$ cat src/rtl/csu_pkg.sv
// Shared types and constants of the cosine similarity unit.
package csu_pkg;

	localparam int ACC_W       = 44;
	localparam int RES_W       = 32;
	localparam int Q_FRAC      = 30;
	localparam int PROD_W      = 2 * ACC_W;
	localparam int ROOT_REM_W  = ACC_W + 1;
	localparam int STEP_W      = $clog2(ACC_W);
	localparam int QUEUE_DEPTH = 2;

	localparam logic signed [ACC_W-1:0] ACC_SMAX = {1'b0, {(ACC_W-1){1'b1}}};
	localparam logic signed [ACC_W-1:0] ACC_SMIN = {1'b1, {(ACC_W-1){1'b0}}};
	localparam logic        [ACC_W-1:0] ACC_UMAX = {ACC_W{1'b1}};
	localparam logic signed [RES_W-1:0] ONE_Q30  = RES_W'(1) << Q_FRAC;

	// Finished sums of one pair of vectors, handed from the front to the back.
	typedef struct packed {
		logic signed [ACC_W-1:0] dot;
		logic        [ACC_W-1:0] sum_a;
		logic        [ACC_W-1:0] sum_b;
		logic                    too_long;
	} csu_job_t;

endpackage

$ cat src/rtl/csu_pair_if.sv
// Input channel: one element pair per word.
interface csu_pair_if #(parameter int DATA_WIDTH = 16);
	logic                         valid;
	logic                         ready;
	logic signed [DATA_WIDTH-1:0] element_a;
	logic signed [DATA_WIDTH-1:0] element_b;
	logic                         last_pair;

	modport source(output valid, element_a, element_b, last_pair, input ready);
	modport sink(input valid, element_a, element_b, last_pair, output ready);
endinterface

$ cat src/rtl/csu_result_if.sv
// Output channel: one similarity result per word.
interface csu_result_if;
	logic                    valid;
	logic                    ready;
	logic signed [31:0]      similarity;
	logic                    zero_magnitude;
	logic                    too_long;

	modport source(output valid, similarity, zero_magnitude, too_long, input ready);
	modport sink(input valid, similarity, zero_magnitude, too_long, output ready);
endinterface

$ cat src/rtl/csu_front.sv
// Front: product stage and saturating sums, one pair per cycle unless stalled.
module csu_front #(
	parameter int MAX_LEN    = 4096,
	parameter int DATA_WIDTH = 16
) (
	input  logic              clk,
	input  logic              arst_n,
	csu_pair_if.sink          pairs,
	output csu_pkg::csu_job_t job,
	output logic              job_valid,
	input  logic              job_ready
);

	localparam int PW    = 2 * DATA_WIDTH;
	localparam int SUM_W = ((PW > csu_pkg::ACC_W) ? PW : csu_pkg::ACC_W) + 1;
	localparam int CNT_W = $clog2(MAX_LEN + 1);

	logic                             valid_s1;
	logic                             last_s1;
	logic signed [PW-1:0]             ab_s1;
	logic signed [PW-1:0]             aa_s1;
	logic signed [PW-1:0]             bb_s1;

	logic signed [csu_pkg::ACC_W-1:0] dot_q;
	logic        [csu_pkg::ACC_W-1:0] sum_a_q;
	logic        [csu_pkg::ACC_W-1:0] sum_b_q;
	logic        [CNT_W-1:0]          count_q;
	logic                             ovf_q;

	logic signed [SUM_W-1:0]          dot_w;
	logic        [SUM_W-1:0]          sa_w;
	logic        [SUM_W-1:0]          sb_w;
	logic signed [csu_pkg::ACC_W-1:0] dot_nx;
	logic        [csu_pkg::ACC_W-1:0] sa_nx;
	logic        [csu_pkg::ACC_W-1:0] sb_nx;
	logic        [CNT_W-1:0]          count_nx;
	logic                             ovf_nx;
	logic                             at_max;
	logic                             advance;
	logic                             take;

	// Hold the product stage only when a finished vector cannot enter the queue.
	assign advance     = !valid_s1 || !last_s1 || job_ready;
	assign take        = valid_s1 && advance;
	assign pairs.ready = advance;
	assign job_valid   = valid_s1 && last_s1;

	always_ff @(posedge clk or negedge arst_n) begin
		if (!arst_n) begin
			valid_s1 <= 1'b0;
		end else if (advance) begin
			valid_s1 <= pairs.valid;
		end
	end

	always_ff @(posedge clk) begin
		if (advance && pairs.valid) begin
			last_s1 <= pairs.last_pair;
			ab_s1   <= PW'(pairs.element_a) * PW'(pairs.element_b);
			aa_s1   <= PW'(pairs.element_a) * PW'(pairs.element_a);
			bb_s1   <= PW'(pairs.element_b) * PW'(pairs.element_b);
		end
	end

	always_comb begin
		at_max   = (count_q == CNT_W'(MAX_LEN));
		ovf_nx   = ovf_q || at_max;
		count_nx = at_max ? count_q : count_q + CNT_W'(1);

		dot_w = SUM_W'(dot_q) + SUM_W'(ab_s1);
		if (dot_w > SUM_W'(csu_pkg::ACC_SMAX)) begin
			dot_nx = csu_pkg::ACC_SMAX;
		end else if (dot_w < SUM_W'(csu_pkg::ACC_SMIN)) begin
			dot_nx = csu_pkg::ACC_SMIN;
		end else begin
			dot_nx = csu_pkg::ACC_W'(dot_w);
		end

		sa_w  = SUM_W'(sum_a_q) + SUM_W'(aa_s1);
		sa_nx = (sa_w > SUM_W'(csu_pkg::ACC_UMAX)) ? csu_pkg::ACC_UMAX
		                                           : csu_pkg::ACC_W'(sa_w);
		sb_w  = SUM_W'(sum_b_q) + SUM_W'(bb_s1);
		sb_nx = (sb_w > SUM_W'(csu_pkg::ACC_UMAX)) ? csu_pkg::ACC_UMAX
		                                           : csu_pkg::ACC_W'(sb_w);
	end

	assign job.dot      = dot_nx;
	assign job.sum_a    = sa_nx;
	assign job.sum_b    = sb_nx;
	assign job.too_long = ovf_nx;

	// Clear the accumulators once the last pair has left with its vector.
	always_ff @(posedge clk or negedge arst_n) begin
		if (!arst_n) begin
			dot_q   <= '0;
			sum_a_q <= '0;
			sum_b_q <= '0;
			count_q <= '0;
			ovf_q   <= 1'b0;
		end else if (take) begin
			if (last_s1) begin
				dot_q   <= '0;
				sum_a_q <= '0;
				sum_b_q <= '0;
				count_q <= '0;
				ovf_q   <= 1'b0;
			end else begin
				dot_q   <= dot_nx;
				sum_a_q <= sa_nx;
				sum_b_q <= sb_nx;
				count_q <= count_nx;
				ovf_q   <= ovf_nx;
			end
		end
	end

	a_count_bound: assert property (@(posedge clk) disable iff (!arst_n)
		count_q <= CNT_W'(MAX_LEN))
		else $error("pair count beyond maximum length");

	a_ovf_at_max: assert property (@(posedge clk) disable iff (!arst_n)
		ovf_q |-> at_max)
		else $error("overflow flag set below maximum length");

endmodule

$ cat src/rtl/csu_queue.sv
// Two-word queue that decouples the accumulators from the root and divide unit.
module csu_queue (
	input  logic              clk,
	input  logic              arst_n,
	input  csu_pkg::csu_job_t push_job,
	input  logic              push_valid,
	output logic              push_ready,
	output csu_pkg::csu_job_t pop_job,
	output logic              pop_valid,
	input  logic              pop_ready
);

	localparam int PTR_W = $clog2(csu_pkg::QUEUE_DEPTH);
	localparam int CNT_W = $clog2(csu_pkg::QUEUE_DEPTH + 1);

	csu_pkg::csu_job_t mem_q [csu_pkg::QUEUE_DEPTH];
	logic [PTR_W-1:0]  wr_q;
	logic [PTR_W-1:0]  rd_q;
	logic [CNT_W-1:0]  count_q;
	logic              push;
	logic              pop;

	assign push_ready = (count_q != CNT_W'(csu_pkg::QUEUE_DEPTH));
	assign pop_valid  = (count_q != '0);
	assign push       = push_valid && push_ready;
	assign pop        = pop_valid && pop_ready;
	assign pop_job    = mem_q[rd_q];

	always_ff @(posedge clk) begin
		if (push) begin
			mem_q[wr_q] <= push_job;
		end
	end

	always_ff @(posedge clk or negedge arst_n) begin
		if (!arst_n) begin
			wr_q    <= '0;
			rd_q    <= '0;
			count_q <= '0;
		end else begin
			if (push) begin
				wr_q <= (wr_q == PTR_W'(csu_pkg::QUEUE_DEPTH - 1)) ? '0 : wr_q + PTR_W'(1);
			end
			if (pop) begin
				rd_q <= (rd_q == PTR_W'(csu_pkg::QUEUE_DEPTH - 1)) ? '0 : rd_q + PTR_W'(1);
			end
			if (push && !pop) begin
				count_q <= count_q + CNT_W'(1);
			end else if (pop && !push) begin
				count_q <= count_q - CNT_W'(1);
			end
		end
	end

	a_count_depth: assert property (@(posedge clk) disable iff (!arst_n)
		count_q <= CNT_W'(csu_pkg::QUEUE_DEPTH))
		else $error("queue count beyond depth");

endmodule

$ cat src/rtl/csu_back.sv
// Back end: serial multiply, bitwise square root and restoring divide, then output register.
module csu_back (
	input  logic              clk,
	input  logic              arst_n,
	input  csu_pkg::csu_job_t job,
	input  logic              job_valid,
	output logic              job_ready,
	csu_result_if.source      results
);

	localparam int AW = csu_pkg::ACC_W;
	localparam int SW = csu_pkg::STEP_W;
	localparam int RW = csu_pkg::ROOT_REM_W;

	localparam logic [2:0] ST_IDLE = 3'd0;
	localparam logic [2:0] ST_MUL  = 3'd1;
	localparam logic [2:0] ST_ROOT = 3'd2;
	localparam logic [2:0] ST_DIV  = 3'd3;
	localparam logic [2:0] ST_DONE = 3'd4;

	logic [2:0]                        state_q;
	logic [SW-1:0]                     step_q;
	logic                              neg_q;
	logic                              zero_q;
	logic                              long_q;
	logic [AW-1:0]                     mag_q;
	logic [AW-1:0]                     sum_a_q;
	logic [csu_pkg::PROD_W-1:0]        prod_q;
	logic [RW-1:0]                     rem_q;
	logic [AW-1:0]                     root_q;
	logic [csu_pkg::Q_FRAC-1:0]        quo_q;

	logic                              out_valid_q;
	logic signed [csu_pkg::RES_W-1:0]  sim_q;
	logic                              zero_out_q;
	logic                              long_out_q;

	logic [AW:0]                       mul_sum;
	logic [RW+1:0]                     rem_sh;
	logic [RW+1:0]                     trial;
	logic [RW-1:0]                     div_sh;
	logic                              root_fit;
	logic                              div_fit;
	logic                              saturate;
	logic [csu_pkg::RES_W-1:0]         mag_res;
	logic signed [csu_pkg::RES_W-1:0]  sim_nx;
	logic                              out_free;

	assign job_ready = (state_q == ST_IDLE);
	assign out_free  = !out_valid_q || results.ready;

	always_comb begin
		mul_sum  = {1'b0, prod_q[csu_pkg::PROD_W-1:AW]}
		         + (prod_q[0] ? {1'b0, sum_a_q} : '0);
		rem_sh   = {rem_q, prod_q[csu_pkg::PROD_W-1 -: 2]};
		trial    = {1'b0, root_q, 2'b01};
		root_fit = (rem_sh >= trial);
		div_sh   = {rem_q[AW-1:0], 1'b0};
		div_fit  = (div_sh >= {1'b0, root_q});
		saturate = (mag_q >= root_q);
		mag_res  = saturate ? csu_pkg::ONE_Q30 : csu_pkg::RES_W'(quo_q);
		if (zero_q) begin
			sim_nx = '0;
		end else begin
			sim_nx = neg_q ? -$signed(mag_res) : $signed(mag_res);
		end
	end

	always_ff @(posedge clk or negedge arst_n) begin
		if (!arst_n) begin
			state_q <= ST_IDLE;
			step_q  <= '0;
		end else begin
			unique case (state_q)
				ST_IDLE: begin
					if (job_valid) begin
						step_q  <= '0;
						state_q <= (job.sum_a == '0 || job.sum_b == '0) ? ST_DONE : ST_MUL;
					end
				end
				ST_MUL: begin
					step_q <= (step_q == SW'(AW - 1)) ? '0 : step_q + SW'(1);
					if (step_q == SW'(AW - 1)) begin
						state_q <= ST_ROOT;
					end
				end
				ST_ROOT: begin
					step_q <= (step_q == SW'(AW - 1)) ? '0 : step_q + SW'(1);
					if (step_q == SW'(AW - 1)) begin
						state_q <= ST_DIV;
					end
				end
				ST_DIV: begin
					step_q <= step_q + SW'(1);
					if (step_q == SW'(csu_pkg::Q_FRAC)) begin
						state_q <= ST_DONE;
					end
				end
				ST_DONE: begin
					if (out_free) begin
						state_q <= ST_IDLE;
					end
				end
				default: begin
					state_q <= ST_IDLE;
				end
			endcase
		end
	end

	always_ff @(posedge clk) begin
		unique case (state_q)
			ST_IDLE: begin
				if (job_valid) begin
					neg_q   <= job.dot[AW-1];
					mag_q   <= job.dot[AW-1] ? AW'(-job.dot) : AW'(job.dot);
					zero_q  <= (job.sum_a == '0 || job.sum_b == '0);
					long_q  <= job.too_long;
					sum_a_q <= job.sum_a;
					prod_q  <= {{AW{1'b0}}, job.sum_b};
				end
				rem_q  <= '0;
				root_q <= '0;
			end
			ST_MUL: begin
				// Shift-and-add: one multiplier bit per step, product grows from the top.
				prod_q <= {mul_sum, prod_q[AW-1:1]};
			end
			ST_ROOT: begin
				// Bring down two product bits and try the next root bit.
				prod_q <= {prod_q[csu_pkg::PROD_W-3:0], 2'b00};
				root_q <= {root_q[AW-2:0], root_fit};
				rem_q  <= root_fit ? RW'(rem_sh - trial) : RW'(rem_sh);
				if (step_q == SW'(AW - 1)) begin
					quo_q <= '0;
				end
			end
			ST_DIV: begin
				if (step_q == '0) begin
					rem_q <= {1'b0, mag_q};
				end else begin
					rem_q <= div_fit ? div_sh - {1'b0, root_q} : div_sh;
					quo_q <= {quo_q[csu_pkg::Q_FRAC-2:0], div_fit};
				end
			end
			ST_DONE: begin
			end
			default: begin
			end
		endcase
	end

	// Output register: a result waits here while the next vector is fetched.
	always_ff @(posedge clk or negedge arst_n) begin
		if (!arst_n) begin
			out_valid_q <= 1'b0;
		end else if (state_q == ST_DONE && out_free) begin
			out_valid_q <= 1'b1;
		end else if (results.ready) begin
			out_valid_q <= 1'b0;
		end
	end

	always_ff @(posedge clk) begin
		if (state_q == ST_DONE && out_free) begin
			sim_q      <= sim_nx;
			zero_out_q <= zero_q;
			long_out_q <= long_q;
		end
	end

	assign results.valid          = out_valid_q;
	assign results.similarity     = sim_q;
	assign results.zero_magnitude = zero_out_q;
	assign results.too_long       = long_out_q;

	a_zero_result: assert property (@(posedge clk) disable iff (!arst_n)
		out_valid_q && zero_out_q |-> sim_q == '0)
		else $error("zero magnitude with nonzero similarity");

	a_range: assert property (@(posedge clk) disable iff (!arst_n)
		out_valid_q |-> (sim_q <= csu_pkg::ONE_Q30) && (sim_q >= -csu_pkg::ONE_Q30))
		else $error("similarity outside minus one to one");

	a_busy_no_pop: assert property (@(posedge clk) disable iff (!arst_n)
		state_q != ST_IDLE |-> !job_ready)
		else $error("queue popped while back end busy");

endmodule

$ cat src/rtl/cosine_similarity_unit.sv
// Top level of the cosine similarity unit.
// Two vectors stream in as element pairs, one word per cycle at full rate; the pair
// with last_pair set closes the vectors, and one result word later carries
// dot / sqrt(sum_a * sum_b) in signed Q2.30, truncated toward zero and clamped to
// plus or minus one. The front end registers the three products and updates the
// saturating 44-bit accumulators, so pairs and vectors may follow each other with
// no gap while the queue has room. Finished sums go through a two-word queue to the
// back end, which runs a shift-and-add multiply of the two sums of squares, a
// bitwise square root of the 88-bit product and a restoring divide, with a state
// each to fetch and to finish, one vector at a time. With vectors shorter than the
// back end's run the queue fills and the input stalls; longer vectors hide the back
// end completely. A zero sum of squares skips the arithmetic: the result is 0 with
// zero_magnitude set. Vectors longer than MAX_LEN pairs set too_long, and their
// sums keep saturating. Elements are DATA_WIDTH-bit two's complement; the pairs
// channel is built with the same DATA_WIDTH.
module cosine_similarity_unit #(
	parameter int MAX_LEN    = 4096,
	parameter int DATA_WIDTH = 16
) (
	input  logic         clk,
	input  logic         arst_n,
	csu_pair_if.sink     pairs,
	csu_result_if.source results
);

	csu_pkg::csu_job_t front_job;
	logic              front_valid;
	logic              front_ready;
	csu_pkg::csu_job_t back_job;
	logic              back_valid;
	logic              back_ready;

	// Accumulate pairs; hand over the sums of each closed pair of vectors.
	csu_front #(
		.MAX_LEN    (MAX_LEN),
		.DATA_WIDTH (DATA_WIDTH)
	) u_front (
		.clk       (clk),
		.arst_n    (arst_n),
		.pairs     (pairs),
		.job       (front_job),
		.job_valid (front_valid),
		.job_ready (front_ready)
	);

	// Buffer finished sums; the accumulators wait only while the queue is full.
	csu_queue u_queue (
		.clk        (clk),
		.arst_n     (arst_n),
		.push_job   (front_job),
		.push_valid (front_valid),
		.push_ready (front_ready),
		.pop_job    (back_job),
		.pop_valid  (back_valid),
		.pop_ready  (back_ready)
	);

	// Multiply, root, divide and sign; drive the result words.
	csu_back u_back (
		.clk       (clk),
		.arst_n    (arst_n),
		.job       (back_job),
		.job_valid (back_valid),
		.job_ready (back_ready),
		.results   (results)
	);

endmodule
$ cat src/flat_wrapper.sv
// flat-port wrapper written by rule: the top's interface ports become plain ports
module cosine_similarity_unit_flat 
#(
	parameter int MAX_LEN    = 4096,
	parameter int DATA_WIDTH = 16
)
  (clk, arst_n, pairs_valid, pairs_element_a, pairs_element_b, pairs_last_pair, pairs_ready, results_valid, results_similarity, results_zero_magnitude, results_too_long, results_ready);
  csu_pair_if #(.DATA_WIDTH(DATA_WIDTH)) pairs_i ();
  csu_result_if results_i ();
  input  logic clk;
  input  logic arst_n;
  input wire logic [$bits(pairs_i.valid)-1:0] pairs_valid;
  input wire logic [$bits(pairs_i.element_a)-1:0] pairs_element_a;
  input wire logic [$bits(pairs_i.element_b)-1:0] pairs_element_b;
  input wire logic [$bits(pairs_i.last_pair)-1:0] pairs_last_pair;
  output wire logic [$bits(pairs_i.ready)-1:0] pairs_ready;
  output wire logic [$bits(results_i.valid)-1:0] results_valid;
  output wire logic [$bits(results_i.similarity)-1:0] results_similarity;
  output wire logic [$bits(results_i.zero_magnitude)-1:0] results_zero_magnitude;
  output wire logic [$bits(results_i.too_long)-1:0] results_too_long;
  input wire logic [$bits(results_i.ready)-1:0] results_ready;
  assign pairs_i.valid = pairs_valid;
  assign pairs_i.element_a = pairs_element_a;
  assign pairs_i.element_b = pairs_element_b;
  assign pairs_i.last_pair = pairs_last_pair;
  assign pairs_ready = pairs_i.ready;
  assign results_valid = results_i.valid;
  assign results_similarity = results_i.similarity;
  assign results_zero_magnitude = results_i.zero_magnitude;
  assign results_too_long = results_i.too_long;
  assign results_i.ready = results_ready;
  cosine_similarity_unit #(.MAX_LEN(MAX_LEN), .DATA_WIDTH(DATA_WIDTH)) u_core (.clk(clk), .arst_n(arst_n), .pairs(pairs_i), .results(results_i));
endmodule
$ cat config.mk
export PLATFORM = sky130hd
export DESIGN_NAME = cosine_similarity_unit_flat
export DESIGN_NICKNAME = d
export VERILOG_FILES = /design/src/rtl/csu_pkg.sv /design/src/rtl/csu_pair_if.sv /design/src/rtl/csu_result_if.sv /design/src/rtl/csu_front.sv /design/src/rtl/csu_queue.sv /design/src/rtl/csu_back.sv /design/src/rtl/cosine_similarity_unit.sv /design/src/flat_wrapper.sv
export SDC_FILE = /design/constraint.sdc
export NUM_CORES = 2
export LEC_CHECK = 0
export ABC_CLOCK_PERIOD_IN_PS = 10420
export BUFFER_PORTS_ARGS = -buffer_cell sky130_fd_sc_hd__buf_2
export CAP_MARGIN = 20
export CELL_PAD_IN_SITES_DETAIL_PLACEMENT = 1
export CELL_PAD_IN_SITES_GLOBAL_PLACEMENT = 1
export CORE_ASPECT_RATIO = 0.8
export CORE_MARGIN = 3
export CORE_UTILIZATION = 31
export DETAILED_ROUTE_END_ITERATION = 8
export PLACE_DENSITY_LB_ADDON = 0.1
export SLEW_MARGIN = 20
export SYNTH_ARGS = -nofsm -noshare
export SYNTH_HDL_FRONTEND = slang
export SYNTH_HIERARCHICAL = 1
export SYNTH_SLANG_ARGS = --single-unit
$ cat constraint.sdc
create_clock -name clk -period 10.42 [get_ports clk]
set_clock_uncertainty 0.15 [all_clocks]
set_input_delay 1.563 -clock clk [delete_from_list [all_inputs] [get_ports clk]]
set_output_delay 1.563 -clock clk [all_outputs]
set_load 0.01 [all_outputs]
### Word level (Yosys, flattened, before mapping)

Memory sizes are Yosys's and may differ from the RTL's.
Index checks and enable logic that the tools add are counted.

| operators by class | value |
|---|---|
| $add $sub $neg | 14 |
| $mul | 3 |
| div/mod/pow operators | 0 |
| order comparisons | 7 |
| equality and inequality tests | 15 |
| shift-type cells | 0 |
| mux-type cells | 42 |
| bitwise gates (word level) | 0 |
| reductions and logical operators | 37 |

Operators with widths:

| kind | count |
|---|---|
| $mux W44 | 8 |
| $pmux W88 S3 | 1 |
| $gt A45 B44 Y1 const B | 3 |
| $mux W45 | 3 |
| $pmux W45 S3 | 1 |
| $mul A16 B16 Y32 | 3 |
| $add A44 B45 Y45 | 2 |
| $logic_not A44 Y1 | 2 |
| $mux W88 | 1 |
| $pmux W44 S2 | 1 |
| $mux W30 | 2 |
| $pmux W30 S2 | 1 |
| $ge A47 B46 Y1 | 1 |
| $add A44 B32 Y45 | 1 |
| $add A44 B44 Y45 | 1 |
| $ge A45 B44 Y1 | 1 |
| $lt A45 B44 Y1 const B | 1 |
| $sub A45 B44 Y45 | 1 |
| $sub A45 B45 Y45 | 1 |
| $ge A44 B44 Y1 | 1 |
| $neg A44 Y44 | 1 |
| $mux W43 | 1 |
| $mux W32 | 1 |
| $neg A31 Y32 | 1 |
| 31 further kinds | 78 |

| word-level totals | value |
|---|---|
| bits in registers | 590 |
| latch bits | 0 |
| bits in writable memories | 266 |
| ROM bits | 0 |
| output and inout port bits | 36 |
| logic and storage cells | 148 |
| memories | 1 |

Memories:

| name | words | width | rd ports | clocked after Yosys merged registers in | write ports | line | source |
|---|---|---|---|---|---|---|---|
| u_core.u_queue.mem_q | 2 | 133 | 1 | 0 | 1 | csu_queue.sv:16 | `csu_pkg::csu_job_t mem_q [csu_pkg::QUEUE_DEPTH];` |

### Logic depth before layout (Yosys ltp)

| logic depth | value |
|---|---|
| word-level depth | 6 |
| mapped depth | 27 |
| depth with buffers taken out | 25 |

### By module

The synthesis kept the hierarchy.

By module, submodules not included:

| module | times used | cells an instance | area an instance (um2) | sequential area each (um2) |
|---|---|---|---|---|
| csu_front | 1 | 4775 | 43952.2 | 6531.3 |
| csu_back | 1 | 2575 | 24522.3 | 10219.8 |
| csu_queue | 1 | 432 | 10029.6 | 8087.8 |

### Worst setup path before layout

OpenSTA, ideal clock, no wires.

| timing | value |
|---|---|
| path kind | input to register |
| start | input pairs_element_a[3] |
| end | register u_core.u_front.aa_s1[30], data pin |
| setup time | 0.259 ns |
| data arrival time | 7.586 ns |
| slack | 2.425 ns |
| stages on the path | 24 |
| path buffers | 3 |
| cells stage by stage | clkbuf_1 -> clkbuf_1 -> nand2_1 -> fa_1 -> fa_1 -> fa_1 -> inv_1 -> fa_1 -> fa_1 -> inv_1 -> fa_1 -> inv_1 -> ha_1 -> clkbuf_1 -> a21o_1 -> a21o_1 -> a21o_1 -> a21oi_1 -> o221ai_1 -> a31oi_1 -> o22ai_1 -> o41a_1 -> a41oi_1 -> xnor2_1 |

| on the way | value |
|---|---|
| cells in the longest elaborated chain, start to end | 1 |

RTL lines:

| element | line | source |
|---|---|---|
| start: declaration | flat_wrapper.sv:13 | `input wire logic [$bits(pairs_i.element_a)-1:0] pairs_element_a;` |
| $mul A16 B16 Y32 | csu_front.sv:60 | `aa_s1 <= PW'(pairs.element_a) * PW'(pairs.element_a);` |
| end signal: assignment | csu_front.sv:60 |  |
| end: declaration | csu_front.sv:21 | `logic signed [PW-1:0] aa_s1;` |

No other way between the ends.
A chain may end at the register's enable or synchronous reset.

### Worst setup path after layout

| timing | value |
|---|---|
| start | input pairs_element_b[2] |
| end | register u_core.u_front.ab_s1[31], data pin |

| on the way | value |
|---|---|
| cells in the longest elaborated chain, start to end | 1 |

RTL lines:

| element | line | source |
|---|---|---|
| start: declaration | flat_wrapper.sv:14 | `input wire logic [$bits(pairs_i.element_b)-1:0] pairs_element_b;` |
| $mul A16 B16 Y32 | csu_front.sv:59 | `ab_s1 <= PW'(pairs.element_a) * PW'(pairs.element_b);` |
| end signal: assignment | csu_front.sv:59 |  |
| end: declaration | csu_front.sv:20 | `logic signed [PW-1:0] ab_s1;` |

No other way between the ends.

==> impl_metrics.csv <==
group,metric,value,unit
drt,ant_nets,0,
clocking,cts_setup_buffers,0,
sta,period_share,78.34,%
clocking,cts-resized-gates,0,
layout,layout_common_cells,"inv_1, nand2_1, fa_1",
synth,post_synth.cell_area_avg,10.09,um2
synth,syn_nets,9136,
placement,io_buffers,72,
min_path,min-delay-start,"u_core/u_back/long_q",
clocking,htree_levels,3,
synth,yosysUniqueCellTypes,106,
sta,finalCriticalPeriod,8.163,ns
worst_setup_path,r2r-start,"u_core/u_back/root_q[0]",
min_path,hp-class,"reg -> reg",
worst_setup_path,start_kind,"primary input",
sta,rsz0062_at_grt,"false",
floorplan,coreArea,0.2508,mm2
worst_setup_path,cp_max_fo,27,
outcome,outcome,"finished clean",
clocking,tritoncts,"built",
synth,syn-cell-area,0.07850,mm2
sta,fin_tns_setup,0,ns
layout,drive_gt1_share,7.343,%
worst_setup_path,critPathKind,"in -> reg",
grt,grt_pass1_vias,61190,
synth,yosysSeqAreaShare,31.64,%
placement,gp_congestion,0.8473,
synth,synth_mux_area_share,2.799,%
sta,hold_viol,0,
worst_setup_path,crit_start,"pairs_element_b[2]",
sta,setup_viol,0,
sta,slew_viol_final,0,
synth,ys.flop_type,"edfxtp_1",
synth,synth_edf_count,693,
drt,drt_iter0_markers,3359,
sta,tightestPinTransition,1.102,ns
clocking,hold_buffers,0,
drt,routed_wl,248.1,mm
grt,grt_max_degree,90,
grt,antenna_found_initial,9,
worst_setup_path,crit_path_end_kind,"flip-flop",
grt,use_met2,27.53,%
floorplan,dieArea,0.2594,mm2
grt,use_met3,3.570,%
synth,synth_top_family_by_area,"adder cells",
grt,grt_busiest_layer,"met1",
synth,synth_compound_area_share,13.56,%
clocking,clock-root-buffer,"clkbuf_16",
drt,wire_per_inst,22.30,um
grt,overflow,0,
drt,remaining_drc_errors,0,
floorplan,rows,164,
drt,first_pass_iters,5,
floorplan,ioPinCount,73,
clocking,clkSlewWorstSetupHoldPaths,0.06,ns
worst_setup_path,cp.arrival,8.45,ns
layout,area_growth,9.579,%
synth,synthCells,7782,
synth,synth_xor_xnor_area_share,4.783,%
synth,synthAdderAreaFrac,28.34,%
clocking,cts_made_buffers,103,
sta,timing.hold.ws,0.3151,ns
floorplan,die_h,456.1,um
grt,grt_pass1_wl,386.5,mm
grt,grtUsageMet1,30.08,%
layout,final_common_cell,"inv_1",
synth,synth-seq-cells,854,
grt,grt_usage,19.18,%
drt,drt-vias-per-instance,5.059,
clocking,clock_path_buffers,3,
synth,yosys_warnings,6,
clocking,clk_latency,0.74,ns
floorplan,die_x,568.6,um
job,maxCapViolations,0,
sta,fmax,122.5,MHz
synth,ys_async_sr_fraction,18.85,%
placement,dp_hpwl,192.7,mm
sta,relSlewSlack,25.73,%
worst_setup_path,crit_required,10.71,ns
floorplan,initial_core_util,31.31,%
layout,nets,9067,
sta,setup_slack,2.257,ns
placement,place_ws,1.483,ns
drt,vias,56280,
clocking,clkSinkCount,854,
synth,synthSimpleGateAreaFrac,11.96,%
## kinds of logic after synthesis
family | after synthesis
AND/OR/NAND/NOR | 1982
buffers and inverters | 1409
flip-flops | 854
XOR/XNOR | 427
adder cells (fa/ha/maj) | 1345
AO/OA/AOI/OAI | 1585
multiplexers | 180
## area by class of cell
cell class	count	area (um2)
Fill cell	28160	164700
Tap cell	3320	4154
Inverter	1078	4046
Sequential cell	854	24840
Clock buffer	140	2858
Timing Repair Buffer	157	1077
Clock inverter	55	655.6
Multi-Input combinational cell	5519	48390
Antenna cell	1	2.502
## stage by stage
stage	instances	util [%]	instance area (um2)
global route	11120	34.31	86020
floorplan	7782	-	78500
global placement	10930	32.87	82430
finish	11120	34.31	86020
CTS	11120	34.29	85970
detailed placement	10930	32.89	82460
## per-layer routing
| layer | up-vias | routed length, um |
|---|---|---|
| met5 | - | 0 |
| met4 | 0 | 3195 |
| met3 | 184 | 11890 |
| met2 | 757 | 101200 |
| met1 | 28820 | 131800 |
| li1 | 26510 | - |
## state kept, by name, summed over array words and instances (netlist names), 44 cells and up
| name | count |
|---|---|
| u_core/u_front/dot_q | 44 |
| u_core/u_back/root_q | 44 |
| u_core/u_front/sum_a_q | 44 |
| u_core/u_back/sum_a_q | 44 |
| u_core/u_back/prod_q | 88 |
| u_core/u_back/mag_q | 44 |
| u_core/u_queue/mem_q | 266 |
| u_core/u_back/rem_q | 45 |
| u_core/u_front/sum_b_q | 44 |
## final timing paths
| kind | slack (ns) | cells after the start | to |
|---|---|---|---|
| min in group asynchronous | 0.68 | 1 | u_core/u_front/sum_b_q[8] |
| max in group asynchronous | 8.26 | 3 | u_core/u_front/count_q[11] |
| worst max register to register | 4.86 | 14 | u_core/u_back/rem_q[41] |
| worst min-delay path | 0.32 | 0 | u_core/u_back/results.too_long |
| worst min register to register | 0.32 | 0 | u_core/u_back/results.too_long |
| worst max-delay path | 2.26 | 22 | u_core/u_front/ab_s1[31] |
## synth_stat cells, types with 30 or more instances
| library cell | instances | area share [%] |
|---|---|---|
| nand2b_1 | 53 | 0.42 |
| nor4_1 | 44 | 0.35 |
| a31oi_1 | 53 | 0.42 |
| xor2_1 | 128 | 1.4 |
| a21o_1 | 180 | 1.7 |
| buf_2 | 31 | 0.20 |
| dfrtp_1 | 161 | 5.1 |
| inv_1 | 1067 | 5.1 |
| nand3_1 | 95 | 0.61 |
| a22o_1 | 135 | 1.5 |
| nand2_1 | 755 | 3.6 |
| o31ai_1 | 40 | 0.38 |
| xnor2_1 | 297 | 3.3 |
| mux2i_1 | 44 | 0.56 |
| nand4_1 | 83 | 0.66 |
| nor3_1 | 66 | 0.42 |
| and3_1 | 68 | 0.54 |
| o21ai_0 | 263 | 1.7 |
| o211ai_1 | 38 | 0.36 |
| nor2b_1 | 38 | 0.30 |
| edfxtp_1 | 693 | 27 |
| o21a_1 | 54 | 0.52 |
| o22ai_1 | 32 | 0.26 |
| and2_1 | 232 | 1.8 |
| nor2_1 | 439 | 2.1 |
| o21bai_1 | 54 | 0.52 |
| mux2_4 | 60 | 1.1 |
| fa_1 | 731 | 19 |
| a22oi_1 | 48 | 0.46 |
| a21oi_1 | 396 | 2.5 |
| or3_1 | 32 | 0.26 |
| clkbuf_1 | 271 | 1.3 |
| a211oi_1 | 47 | 0.45 |
| mux2_2 | 76 | 1.1 |
| o21ai_1 | 30 | 0.19 |
| ha_1 | 586 | 9.3 |
## critical path, stage by stage
cell,delay [ns]
buf_2,0.61
nand2_1,0.28
fa_1,0.53
inv_1,0.26
fa_1,0.50
fa_1,0.50
fa_1,0.55
fa_1,0.50
inv_1,0.05
fa_1,0.47
inv_1,0.04
ha_1,0.36
and3_1,0.30
and3_1,0.19
o311ai_0,0.28
a21boi_0,0.42
o21ai_0,0.22
a21oi_1,0.21
nor3_1,0.11
o31ai_1,0.23
a21oi_1,0.11
xnor2_1,0.12
Power is left out: the tool's default activity adds up to more than one toggle a clock period on the data nets, which glitch-free logic cannot reach.
